<file path="config.mk">
export PLATFORM = sky130hd
export DESIGN_NAME = block_ack_bitmap_scoreboard_unit_flat
export DESIGN_NICKNAME = d
export VERILOG_FILES = /design/src/design/baas_pkg.sv /design/src/design/baas_if.sv /design/src/design/baas_frag_store.sv /design/src/design/block_ack_bitmap_scoreboard_unit.sv /design/src/flat_wrapper.sv
export SDC_FILE = /design/constraint.sdc
export NUM_CORES = 1
export LEC_CHECK = 0
export BUFFER_PORTS_ARGS = -buffer_cell sky130_fd_sc_hd__clkbuf_2
export CORE_UTILIZATION = 40
export CTS_CLUSTER_SIZE = 20
export DETAILED_ROUTE_END_ITERATION = 6
export GPL_ROUTABILITY_DRIVEN = 0
export GPL_TIMING_DRIVEN = 0
export PLACE_DENSITY = 0.6
export SLEW_MARGIN = 20
export SYNTH_ARGS = -nofsm -noshare
export SYNTH_HDL_FRONTEND = slang
export SYNTH_HIERARCHICAL = 1
export SYNTH_SLANG_ARGS = --single-unit
export TNS_END_PERCENT = 5
</file>
<file path="constraint.sdc">
create_clock -name clk_i -period 14.5 [get_ports clk_i]
set_input_delay 0.725 -clock clk_i [delete_from_list [all_inputs] [get_ports clk_i]]
set_output_delay 0.725 -clock clk_i [all_outputs]
set_load 0.005 [all_outputs]
</file>
<file path="src/design/baas_pkg.sv">
// ----------------------------------------------------------------------------
// Block ack scoreboard package
// Shared widths, constants, command and register codes, and the request
// structure that runs between the control logic and the fragment store.
// ----------------------------------------------------------------------------
package baas_pkg;

  // Sizing of the window and the stores.
  localparam int WINDOW_SIZE      = 64;
  localparam int SEQ_MODULUS      = 4096;
  localparam int FRAGS_PER_PACKET = 16;
  localparam int STORE_DEPTH      = 64;

  // Field widths.
  localparam int CMD_W      = 3;
  localparam int SEQ_W      = 12;
  localparam int FRAG_NUM_W = 4;
  localparam int SLOT_W     = $clog2(STORE_DEPTH);
  localparam int OFF_W      = $clog2(SEQ_MODULUS);
  localparam int FRAG_W     = FRAGS_PER_PACKET;
  localparam int WORD_W     = 64;

  // Configuration port.
  localparam int CFG_IDX_W  = 2;
  localparam int CFG_DATA_W = 12;
  localparam logic [CFG_IDX_W-1:0] CFG_ACK_MODE  = 2'd0;
  localparam logic [CFG_IDX_W-1:0] CFG_START_SEQ = 2'd1;

  // Command codes.
  localparam logic [CMD_W-1:0] CMD_MARK_PKT   = 3'd0;
  localparam logic [CMD_W-1:0] CMD_MARK_FRAG  = 3'd1;
  localparam logic [CMD_W-1:0] CMD_QUERY_PKT  = 3'd2;
  localparam logic [CMD_W-1:0] CMD_QUERY_FRAG = 3'd3;
  localparam logic [CMD_W-1:0] CMD_CLEAR      = 3'd4;
  localparam logic [CMD_W-1:0] CMD_READ       = 3'd5;

  // Access request to the fragment store.
  typedef struct packed {
    logic              rd_en;
    logic [SLOT_W-1:0] rd_addr;
    logic              wr_en;
    logic [SLOT_W-1:0] wr_addr;
    logic [FRAG_W-1:0] wr_data;
    logic              clear;
  } store_req_t;

endpackage

</file>
<file path="src/design/baas_if.sv">
// ----------------------------------------------------------------------------
// Block ack scoreboard channels
// Valid/ready channels for command words, result words and register writes.
// ----------------------------------------------------------------------------
interface baas_in_if;
  import baas_pkg::*;

  logic                  valid;
  logic                  ready;
  logic [CMD_W-1:0]      command;
  logic [SEQ_W-1:0]      seq_num;
  logic [FRAG_NUM_W-1:0] frag_num;
  logic [SLOT_W-1:0]     word_index;

  modport source (output valid, command, seq_num, frag_num, word_index, input ready);
  modport sink (input valid, command, seq_num, frag_num, word_index, output ready);
endinterface

interface baas_out_if;
  import baas_pkg::*;

  logic              valid;
  logic              ready;
  logic              received;
  logic              in_window;
  logic [WORD_W-1:0] bitmap_word;

  modport source (output valid, received, in_window, bitmap_word, input ready);
  modport sink (input valid, received, in_window, bitmap_word, output ready);
endinterface

interface baas_cfg_if;
  import baas_pkg::*;

  logic                  valid;
  logic                  ready;
  logic [CFG_IDX_W-1:0]  index;
  logic [CFG_DATA_W-1:0] data;

  modport source (output valid, index, data, input ready);
  modport sink (input valid, index, data, output ready);
endinterface

</file>
<file path="src/design/baas_frag_store.sv">
// ----------------------------------------------------------------------------
// Fragment bitmap store
// Synchronous memory of fragment words with a registered read port. A
// valid bit per entry lets a clear reset all entries at once: an entry
// that has not been written since the last clear reads as zero.
// ----------------------------------------------------------------------------
module baas_frag_store (
  input  logic                        clk_i,
  input  logic                        rst_ni,
  input  baas_pkg::store_req_t        req_i,
  output logic [baas_pkg::FRAG_W-1:0] rd_data_o
);
  import baas_pkg::*;

  logic [FRAG_W-1:0]      mem [STORE_DEPTH];
  logic [STORE_DEPTH-1:0] valid_q;
  logic [FRAG_W-1:0]      rd_data_q;
  logic                   rd_valid_q;

  always_ff @(posedge clk_i) begin
    if (req_i.wr_en) begin
      mem[req_i.wr_addr] <= req_i.wr_data;
    end
    if (req_i.rd_en) begin
      rd_data_q <= mem[req_i.rd_addr];
    end
  end

  always_ff @(posedge clk_i or negedge rst_ni) begin
    if (!rst_ni) begin
      valid_q    <= '0;
      rd_valid_q <= 1'b0;
    end else begin
      if (req_i.clear) begin
        valid_q <= '0;
      end else if (req_i.wr_en) begin
        valid_q[req_i.wr_addr] <= 1'b1;
      end
      if (req_i.rd_en) begin
        rd_valid_q <= valid_q[req_i.rd_addr];
      end
    end
  end

  assign rd_data_o = rd_valid_q ? rd_data_q : '0;

  // The controller never reads and writes back in the same cycle.
  assert property (@(posedge clk_i) disable iff (!rst_ni)
    !(req_i.rd_en && req_i.wr_en))
    else $error("fragment store read and write overlap");

  // A write makes its entry valid.
  assert property (@(posedge clk_i) disable iff (!rst_ni)
    req_i.wr_en && !req_i.clear |=> valid_q[$past(req_i.wr_addr)])
    else $error("written entry not marked valid");

  // A cleared or never written entry reads as zero.
  assert property (@(posedge clk_i) disable iff (!rst_ni)
    req_i.rd_en && !valid_q[req_i.rd_addr] |=> rd_data_o == '0)
    else $error("invalid entry read as nonzero");

endmodule

</file>
<file path="src/design/block_ack_bitmap_scoreboard_unit.sv">
// ----------------------------------------------------------------------------
// Block ack bitmap scoreboard
// Receive-side scoreboard for a 64-entry block ack window, basic and
// compressed bitmaps.
// ----------------------------------------------------------------------------
// For each command word, in the cycle it is accepted the window offset is
// computed and the fragment memory is read, and in the execute state the
// entry is updated and written back and the result word is loaded into the
// output register. A new command is taken once the result is in the output
// register; a stalled output holds the execute state until the previous
// result is taken. A clear command finishes within its execute state, since
// the fragment memory is tracked by per-entry valid bits and the compressed
// bitmap is a register. Register writes are taken at any time but must only
// be issued while the block is idle.
module block_ack_bitmap_scoreboard_unit (
  input  logic clk_i,
  input  logic rst_ni,
  baas_in_if.sink    in_i,
  baas_out_if.source out_o,
  baas_cfg_if.sink   cfg_i
);
  import baas_pkg::*;

  typedef enum logic {ST_IDLE, ST_EXEC} state_e;

  state_e                state_q;
  logic                  ack_mode_q;
  logic [SEQ_W-1:0]      start_seq_q;
  logic [STORE_DEPTH-1:0] comp_q;
  logic [STORE_DEPTH-1:0] comp_d;

  // Command held between accept and update.
  logic [CMD_W-1:0]      cmd_q;
  logic [FRAG_NUM_W-1:0] frag_q;
  logic [SLOT_W-1:0]     slot_q;
  logic                  inwin_q;

  // Output register.
  logic              out_valid_q;
  logic              received_q, received_d;
  logic              in_window_q, in_window_d;
  logic [WORD_W-1:0] word_q, word_d;

  logic              in_fire, done;
  logic [OFF_W-1:0]  offset;
  logic              inwin;
  logic [SLOT_W-1:0] slot;
  logic              frag_ok;
  logic [FRAG_W-1:0] frag_mask;
  logic [FRAG_W-1:0] rd_data;
  logic              wr_en;
  logic [FRAG_W-1:0] wr_data;
  store_req_t        store_req;

  assign in_i.ready  = (state_q == ST_IDLE);
  assign in_fire     = in_i.valid && in_i.ready;
  assign done        = (state_q == ST_EXEC) && (!out_valid_q || out_o.ready);
  assign cfg_i.ready = 1'b1;

  // Window offset, modulo the sequence space.
  assign offset = OFF_W'(in_i.seq_num - start_seq_q);
  assign inwin  = int'(offset) < WINDOW_SIZE;
  assign slot   = offset[SLOT_W-1:0];

  assign frag_ok   = int'(frag_q) < FRAGS_PER_PACKET;
  assign frag_mask = FRAG_W'(1) << frag_q;

  always_comb begin
    received_d  = 1'b0;
    in_window_d = 1'b0;
    word_d      = '0;
    wr_en       = 1'b0;
    wr_data     = rd_data;
    comp_d      = comp_q;
    unique case (cmd_q)
      CMD_MARK_PKT: begin
        in_window_d = inwin_q;
        if (inwin_q) begin
          if (ack_mode_q) begin
            comp_d[slot_q] = 1'b1;
          end else begin
            wr_en   = 1'b1;
            wr_data = rd_data | FRAG_W'(1);
          end
        end
      end
      CMD_MARK_FRAG: begin
        in_window_d = inwin_q;
        if (inwin_q && !ack_mode_q && frag_ok) begin
          wr_en   = 1'b1;
          wr_data = rd_data | frag_mask;
        end
      end
      CMD_QUERY_PKT: begin
        in_window_d = inwin_q;
        received_d  = inwin_q && ack_mode_q && comp_q[slot_q];
      end
      CMD_QUERY_FRAG: begin
        in_window_d = inwin_q;
        if (inwin_q) begin
          if (ack_mode_q) begin
            received_d = comp_q[slot_q];
          end else begin
            received_d = frag_ok && |(rd_data & frag_mask);
          end
        end
      end
      CMD_CLEAR: begin
        comp_d = '0;
      end
      CMD_READ: begin
        word_d = ack_mode_q ? WORD_W'(comp_q) : WORD_W'(rd_data);
      end
      default: begin
      end
    endcase
  end

  always_comb begin
    store_req.rd_en   = in_fire;
    store_req.rd_addr = (in_i.command == CMD_READ) ? in_i.word_index : slot;
    store_req.wr_en   = done && wr_en;
    store_req.wr_addr = slot_q;
    store_req.wr_data = wr_data;
    store_req.clear   = done && (cmd_q == CMD_CLEAR);
  end

  baas_frag_store u_store (
    .clk_i     (clk_i),
    .rst_ni    (rst_ni),
    .req_i     (store_req),
    .rd_data_o (rd_data)
  );

  always_ff @(posedge clk_i or negedge rst_ni) begin
    if (!rst_ni) begin
      state_q     <= ST_IDLE;
      out_valid_q <= 1'b0;
      comp_q      <= '0;
    end else begin
      if (out_o.ready && !done) begin
        out_valid_q <= 1'b0;
      end
      unique case (state_q)
        ST_IDLE: begin
          if (in_fire) begin
            state_q <= ST_EXEC;
          end
        end
        ST_EXEC: begin
          if (done) begin
            state_q     <= ST_IDLE;
            out_valid_q <= 1'b1;
            comp_q      <= comp_d;
          end
        end
        default: state_q <= ST_IDLE;
      endcase
    end
  end

  always_ff @(posedge clk_i or negedge rst_ni) begin
    if (!rst_ni) begin
      ack_mode_q  <= 1'b0;
      start_seq_q <= '0;
    end else if (cfg_i.valid) begin
      unique case (cfg_i.index)
        CFG_ACK_MODE:  ack_mode_q  <= cfg_i.data[0];
        CFG_START_SEQ: start_seq_q <= cfg_i.data[SEQ_W-1:0];
        default: begin
        end
      endcase
    end
  end

  // Payload registers.
  always_ff @(posedge clk_i) begin
    if (in_fire) begin
      cmd_q   <= in_i.command;
      frag_q  <= in_i.frag_num;
      slot_q  <= slot;
      inwin_q <= inwin;
    end
    if (done) begin
      received_q  <= received_d;
      in_window_q <= in_window_d;
      word_q      <= word_d;
    end
  end

  assign out_o.valid       = out_valid_q;
  assign out_o.received    = received_q;
  assign out_o.in_window   = in_window_q;
  assign out_o.bitmap_word = word_q;

  // A result word holds steady until it is taken.
  assert property (@(posedge clk_i) disable iff (!rst_ni)
    out_o.valid && !out_o.ready |=> out_o.valid && $stable(out_o.received)
      && $stable(out_o.in_window) && $stable(out_o.bitmap_word))
    else $error("result word changed while stalled");

  // A command word is not taken while another one is in flight.
  assert property (@(posedge clk_i) disable iff (!rst_ni)
    in_fire |=> !in_i.ready)
    else $error("command taken while busy");

  // Every finished command leaves a result word.
  assert property (@(posedge clk_i) disable iff (!rst_ni)
    done |=> out_o.valid)
    else $error("finished command left no result word");

endmodule
</file>
<file path="src/flat_wrapper.sv">
// flat-port wrapper written by rule: the top's interface ports become plain ports
module block_ack_bitmap_scoreboard_unit_flat import baas_pkg::*;
  (clk_i, rst_ni, in_i_valid, in_i_command, in_i_seq_num, in_i_frag_num, in_i_word_index, in_i_ready, out_o_valid, out_o_received, out_o_in_window, out_o_bitmap_word, out_o_ready, cfg_i_valid, cfg_i_index, cfg_i_data, cfg_i_ready);
  baas_in_if in_i_i ();
  baas_out_if out_o_i ();
  baas_cfg_if cfg_i_i ();
  input  logic clk_i;
  input  logic rst_ni;
  input wire logic [$bits(in_i_i.valid)-1:0] in_i_valid;
  input wire logic [$bits(in_i_i.command)-1:0] in_i_command;
  input wire logic [$bits(in_i_i.seq_num)-1:0] in_i_seq_num;
  input wire logic [$bits(in_i_i.frag_num)-1:0] in_i_frag_num;
  input wire logic [$bits(in_i_i.word_index)-1:0] in_i_word_index;
  output wire logic [$bits(in_i_i.ready)-1:0] in_i_ready;
  output wire logic [$bits(out_o_i.valid)-1:0] out_o_valid;
  output wire logic [$bits(out_o_i.received)-1:0] out_o_received;
  output wire logic [$bits(out_o_i.in_window)-1:0] out_o_in_window;
  output wire logic [$bits(out_o_i.bitmap_word)-1:0] out_o_bitmap_word;
  input wire logic [$bits(out_o_i.ready)-1:0] out_o_ready;
  input wire logic [$bits(cfg_i_i.valid)-1:0] cfg_i_valid;
  input wire logic [$bits(cfg_i_i.index)-1:0] cfg_i_index;
  input wire logic [$bits(cfg_i_i.data)-1:0] cfg_i_data;
  output wire logic [$bits(cfg_i_i.ready)-1:0] cfg_i_ready;
  assign in_i_i.valid = in_i_valid;
  assign in_i_i.command = in_i_command;
  assign in_i_i.seq_num = in_i_seq_num;
  assign in_i_i.frag_num = in_i_frag_num;
  assign in_i_i.word_index = in_i_word_index;
  assign in_i_ready = in_i_i.ready;
  assign out_o_valid = out_o_i.valid;
  assign out_o_received = out_o_i.received;
  assign out_o_in_window = out_o_i.in_window;
  assign out_o_bitmap_word = out_o_i.bitmap_word;
  assign out_o_i.ready = out_o_ready;
  assign cfg_i_i.valid = cfg_i_valid;
  assign cfg_i_i.index = cfg_i_index;
  assign cfg_i_i.data = cfg_i_data;
  assign cfg_i_ready = cfg_i_i.ready;
  block_ack_bitmap_scoreboard_unit u_core (.clk_i(clk_i), .rst_ni(rst_ni), .in_i(in_i_i), .out_o(out_o_i), .cfg_i(cfg_i_i));
endmodule
</file>
[Word-level counts from Yosys, hierarchy flattened]
Memory sizes are Yosys's and may differ from the RTL's. A register that Yosys moved wholly into a read port is not among the register bits.
Index checks and enable logic that the tools add are counted.
Cells by class
  add/sub/neg operators: 1
  muxes and demuxes: 33
  bitwise logic cells: 5
  shift-type cells: 1
  reductions and logical operators: 23
  divide/modulo/power cells: 0
  multipliers: 0
  equal/unequal tests: 9
  $lt $le $gt $ge: 4
Operators with widths (count)
  $mux 64: 4
  $or 64x64->64: 2
  $pmux 64 s2: 1
  $mux 16: 3
  $pmux 16 s2: 1
  $mux 1: 17
  $and 16x16->16: 1
  $or 16x16->16: 1
  $reduce_or 16->1: 1
  $shl 1x4->16 const A: 1
  $lt 6x7->1 const B: 2
  $bmux 1 s6: 2
  $lt 12x7->1 const B: 1
  $sub 12x12->12: 1
  $eq 3x3->1 const B: 3
  $logic_and 1x1->1: 9
  $demux 1 s6: 1
  $eq 3x2->1 const B: 2
  $ge 6x1->1 const B: 1
  $mux 6: 1
  $pmux 1 s2: 3
  $reduce_and 2->1: 3
  $reduce_and 5->1: 1
  $ne 2x1->1 const B: 2
  9 further kinds: 12
Storage, ports and cells
  memory bits (read-only): 0
  memories kept: 1
  register bits after elaboration: 224
  bits of input ports: 44
  memory bits (writable): 1024
  output and inout bits: 69
  latch bits: 0
  word-level logic and storage cells: 92
Memory list
  u_core.u_store.mem: depth 64, width 16, rd ports 1, clocked after memory_dff 1, write ports 1, line baas_frag_store.sv:15  | logic [FRAG_W-1:0] mem [STORE_DEPTH];

[Longest topological paths before layout]
  depth in word-level cells: 8
  gate-level depth with buffers: 15
  gate-level depth less buffers: 13

[Modules after synthesis]
Netlist, hierarchy kept.
By module, submodules not included
  baas_frag_store: area each 42431.9 um^2, cells an instance 1873, sequential area each 32856.5 um^2, times used 1
  block_ack_bitmap_scoreboard_unit: area each 7507.2 um^2, cells an instance 666, sequential area each 4379.2 um^2, times used 1

[Worst setup path before layout]
Ideal clock, no wire load.
  path type: input port to flip-flop
  from: input port out_o_ready
  to: memory u_core/u_store/mem[48][0] (netlist bit), enable pin
  setup time: 0.434 ns
  path slack: 9.182 ns
  data required time: 14.066 ns
  data arrival time: 4.884 ns
  stages: 6
  path buffers: 0
  path through: nand2b_1 > and2_1 > and2_1 > nand3_1 > or2_2 > nor4_1
RTL lines
  start: declaration: line flat_wrapper.sv:19  | input wire logic [$bits(out_o_i.ready)-1:0] out_o_ready;
  end: declaration: line baas_frag_store.sv:15

==> results.ini <==
[sta]
slew_headroom_pct=16.1
finalSetupTns_ns=0
setup_viol=0
slew_violations=0
period_minus_slack_ns=5.05
hold_violations=0
min_period_over_period_pct=34.8
fin_skew_ns=0.0331
rsz0062_at_grt=false
max_freq_mhz=198
worstMarginPinSlew_ns=1.26

[power_and_ir_drop]
switchingPower_mw=2.93
leakage_nw=19.8
seq_power_share_pct=44.1
powerDensity_mw_per_mm2=173
swShare_pct=29.1
power_frac_clock_pct=32.0
peakVddDrop_uv=110
internal_power_mw=7.14
p_comb_share_pct=23.8
power_mw=10.1

[placed_design]
io_buffers=111
dpl.hpwl_um=92100
placedInstanceArea_mm2=0.0542
place_inst=4359

[synth]
synth_edf_count=1120
synth.net_count=2595
ys_ff_latch=1264
ys_top_cells_by_count=edfxtp_1, mux4_2, nor2_1
ys_seq_area_share_pct=74.6
netlist_instances=2539
ys.warnings.count=6
syn_area_mm2=0.0499
ys_types=59
avgSynthCellArea_um2=19.7
postSynth.asyncResetShare_pct=11.4
synthFlopType=edfxtp_1
synth.area.top_cells=edfxtp_1, mux4_2, dfrtp_1, nor2_1, mux2i_1
synth.most_common_cell=edfxtp_1
synth_top_cell_area_share_pct=67.3
yosysTopAreaCell=edfxtp_1

[global_route]
grt_pass1_vias=26897
antenna_found_initial=1
overflow=0
grt_pass1_wl_um=191000
grt_usage_pct=21.2
grt_max_degree=82

[clock_tree]
cts_tree=done
clockBufferDepth=3
postCtsSetupBuffers=0
clock-sinks=1264
cts_root_buffer=clkbuf_16
cts_resized=0
clk_pin_slew_ns=0.06
clk_latency_ns=0.75
cts_buffers=130
hold_buffers=1
cts_htree_levels=4

[run_status]
status=finished with violations
violations=DRC

[routing]
ant_nets=0
dr.pass1.iters=7
finalWirelength_um=132000
routed-via-count=26406
drc=40
routed_via_density=5.75
drt_iter0_drc=3186
wl_per_cell_um=28.8

[final_layout]
nNetsFinal=2911
area_delta_synth_final_pct=16.7
stdcell_count=4596
final_core_util_pct=47.1
drive_above_1_share_pct=29.4
n_antenna_cell=0
postLayoutCellArea_mm2=0.0583

[critical_path]
crit_arrival_ns=5.53
crit_fanout=10
required_ns=14.98
critPathCaptureType=register
setup.worst_path.start_class=register
rrSetupSlack_ns=9.45
path_class=reg -> reg

[flow_run]
drv_cap=0

[floorplan]
initial_utilization_pct=40.3
rows=129
die_area_mm2=0.126
core_mm2=0.124
io_pins=113
fp.dieW_um=355
die_h_um=355

[worst_hold_path]
worstHoldPathType=in -> reg

## flip-flops by register name (all words and copies together) (netlist names)
name                       flops
u_core/start_seq_q            12
u_core/out_o.bitmap_word      64
u_core/u_store/rd_valid_q      1
u_core/slot_q                  6
u_core/comp_q                 64
u_core/out_o.received          1
u_core/u_store/rd_data_q      16
u_core/out_o.in_window         1
u_core/cmd_q                   3
u_core/inwin_q                 1
u_core/u_store/mem          1024
u_core/out_o.valid             1
u_core/state_q                 1
u_core/u_store/valid_q        64
u_core/frag_q                  4
u_core/ack_mode_q              1
## per-stage QoR
| stage | hold WS [ns] | setup slack (ns) |
|---|---|---|
| floorplan | 0.429 | 9.18 |
| global placement | 0.475 | 6.32 |
| detailed placement | 0.485 | 9.02 |
| CTS | 0.129 | 9.49 |
| global route | 0.145 | 9.38 |
| finish | 0.173 | 9.45 |
## layout make-up
cell class              instances  area [µm²]
inverters                      27         101
clock inverters                70         617
multi-input cells            1112       12400
fillers                     10055       65500
flip-flops and latches       1264       37200
well taps                    1637        2050
repair buffers                184        1700
clock buffers                 166        3490
plain buffers                 136         683
## critical path: stages, from the launching register on
cell and delay (ns):
dfrtp_1 0.38, ha_1 0.22, fa_1 0.43, and2b_1 0.25, o21a_1 0.12, nor2_1 0.04
xnor2_1 0.32, mux2_2 0.23, clkbuf_1 0.46, clkbuf_1 0.58, clkbuf_1 0.72, mux4_2 0.45
o22ai_1 0.49, nor2_1 0.09
## cells in the final DEF (no fill, tap or decap), types with 22 or more instances in the layout
| master | Yosys | layout |
|---|---|---|
| inv_1 | 27 | 27 |
| buf_8 | 0 | 29 |
| nor2_2 | 8 | 41 |
| clkinv_1 | 0 | 29 |
| and2_1 | 71 | 70 |
| mux4_2 | 332 | 332 |
| nand2_1 | 28 | 28 |
| buf_4 | 14 | 22 |
| buf_2 | 33 | 39 |
| clkbuf_1 | 63 | 89 |
| clkbuf_2 | 0 | 117 |
| mux2i_1 | 51 | 51 |
| o22ai_1 | 26 | 26 |
| dfrtp_1 | 144 | 144 |
| a22oi_1 | 25 | 25 |
| nor2_1 | 292 | 233 |
| nor2_4 | 0 | 26 |
| a21oi_1 | 87 | 87 |
| edfxtp_1 | 1120 | 1120 |
| clkbuf_16 | 0 | 135 |
## routing by layer
layer / global-route usage [%] / vias up / wire [µm]
met2: 34.1 / 1370 / 63000
li1: - / 10852 / -
met1: 27.8 / 13902 / 51800
met5: 0.679 / - / 117
met3: 4.44 / 280 / 11400
met4: 9.59 / 2 / 6170
## power by group through the flow
stage	clock network, mW	logic, mW	registers (mW)
final	3.23	2.40	4.44
after global routing	3.42	2.49	4.45
after CTS	3.29	2.38	4.44
after detailed placement	0	2.37	4.52
after global placement	0	2.12	4.61
after floorplan	0	1.27	4.55
## path summary, 6_finish.rpt
kind / startpoint / end / depth (start not counted)
worst min register to register: u_core/u_store/valid_q[29] / u_core/u_store/valid_q[29] / 2
worst min-delay path: in_i_frag_num[3] / u_core/frag_q[3] / 1
worst max register to register: u_core/start_seq_q[0] / u_core/u_store/rd_data_q[2] / 13
min in group asynchronous: rst_ni / u_core/comp_q[59] / 2
worst max-delay path: u_core/start_seq_q[0] / u_core/u_store/rd_data_q[2] / 13
max in group asynchronous: rst_ni / u_core/u_store/valid_q[52] / 3
## kinds of logic (layout without fill, tap and decap cells)
kind of cell               after synthesis  count (layout)  share of synthesized area [%]
buffers and inverters                  163             583                           1.55
adders and majority gates               12              12                          0.316
other                                    1               1                        0.00751
muxes                                  402             402                           16.4
DFF                                   1264            1264                           74.6
AOI/OAI and AO/OA                      212             212                           2.63
xor gates and xnor gates                 4               4                         0.0702
and+or+nand+nor                        481             481                           4.44
(Power assumes the default switching activity.)
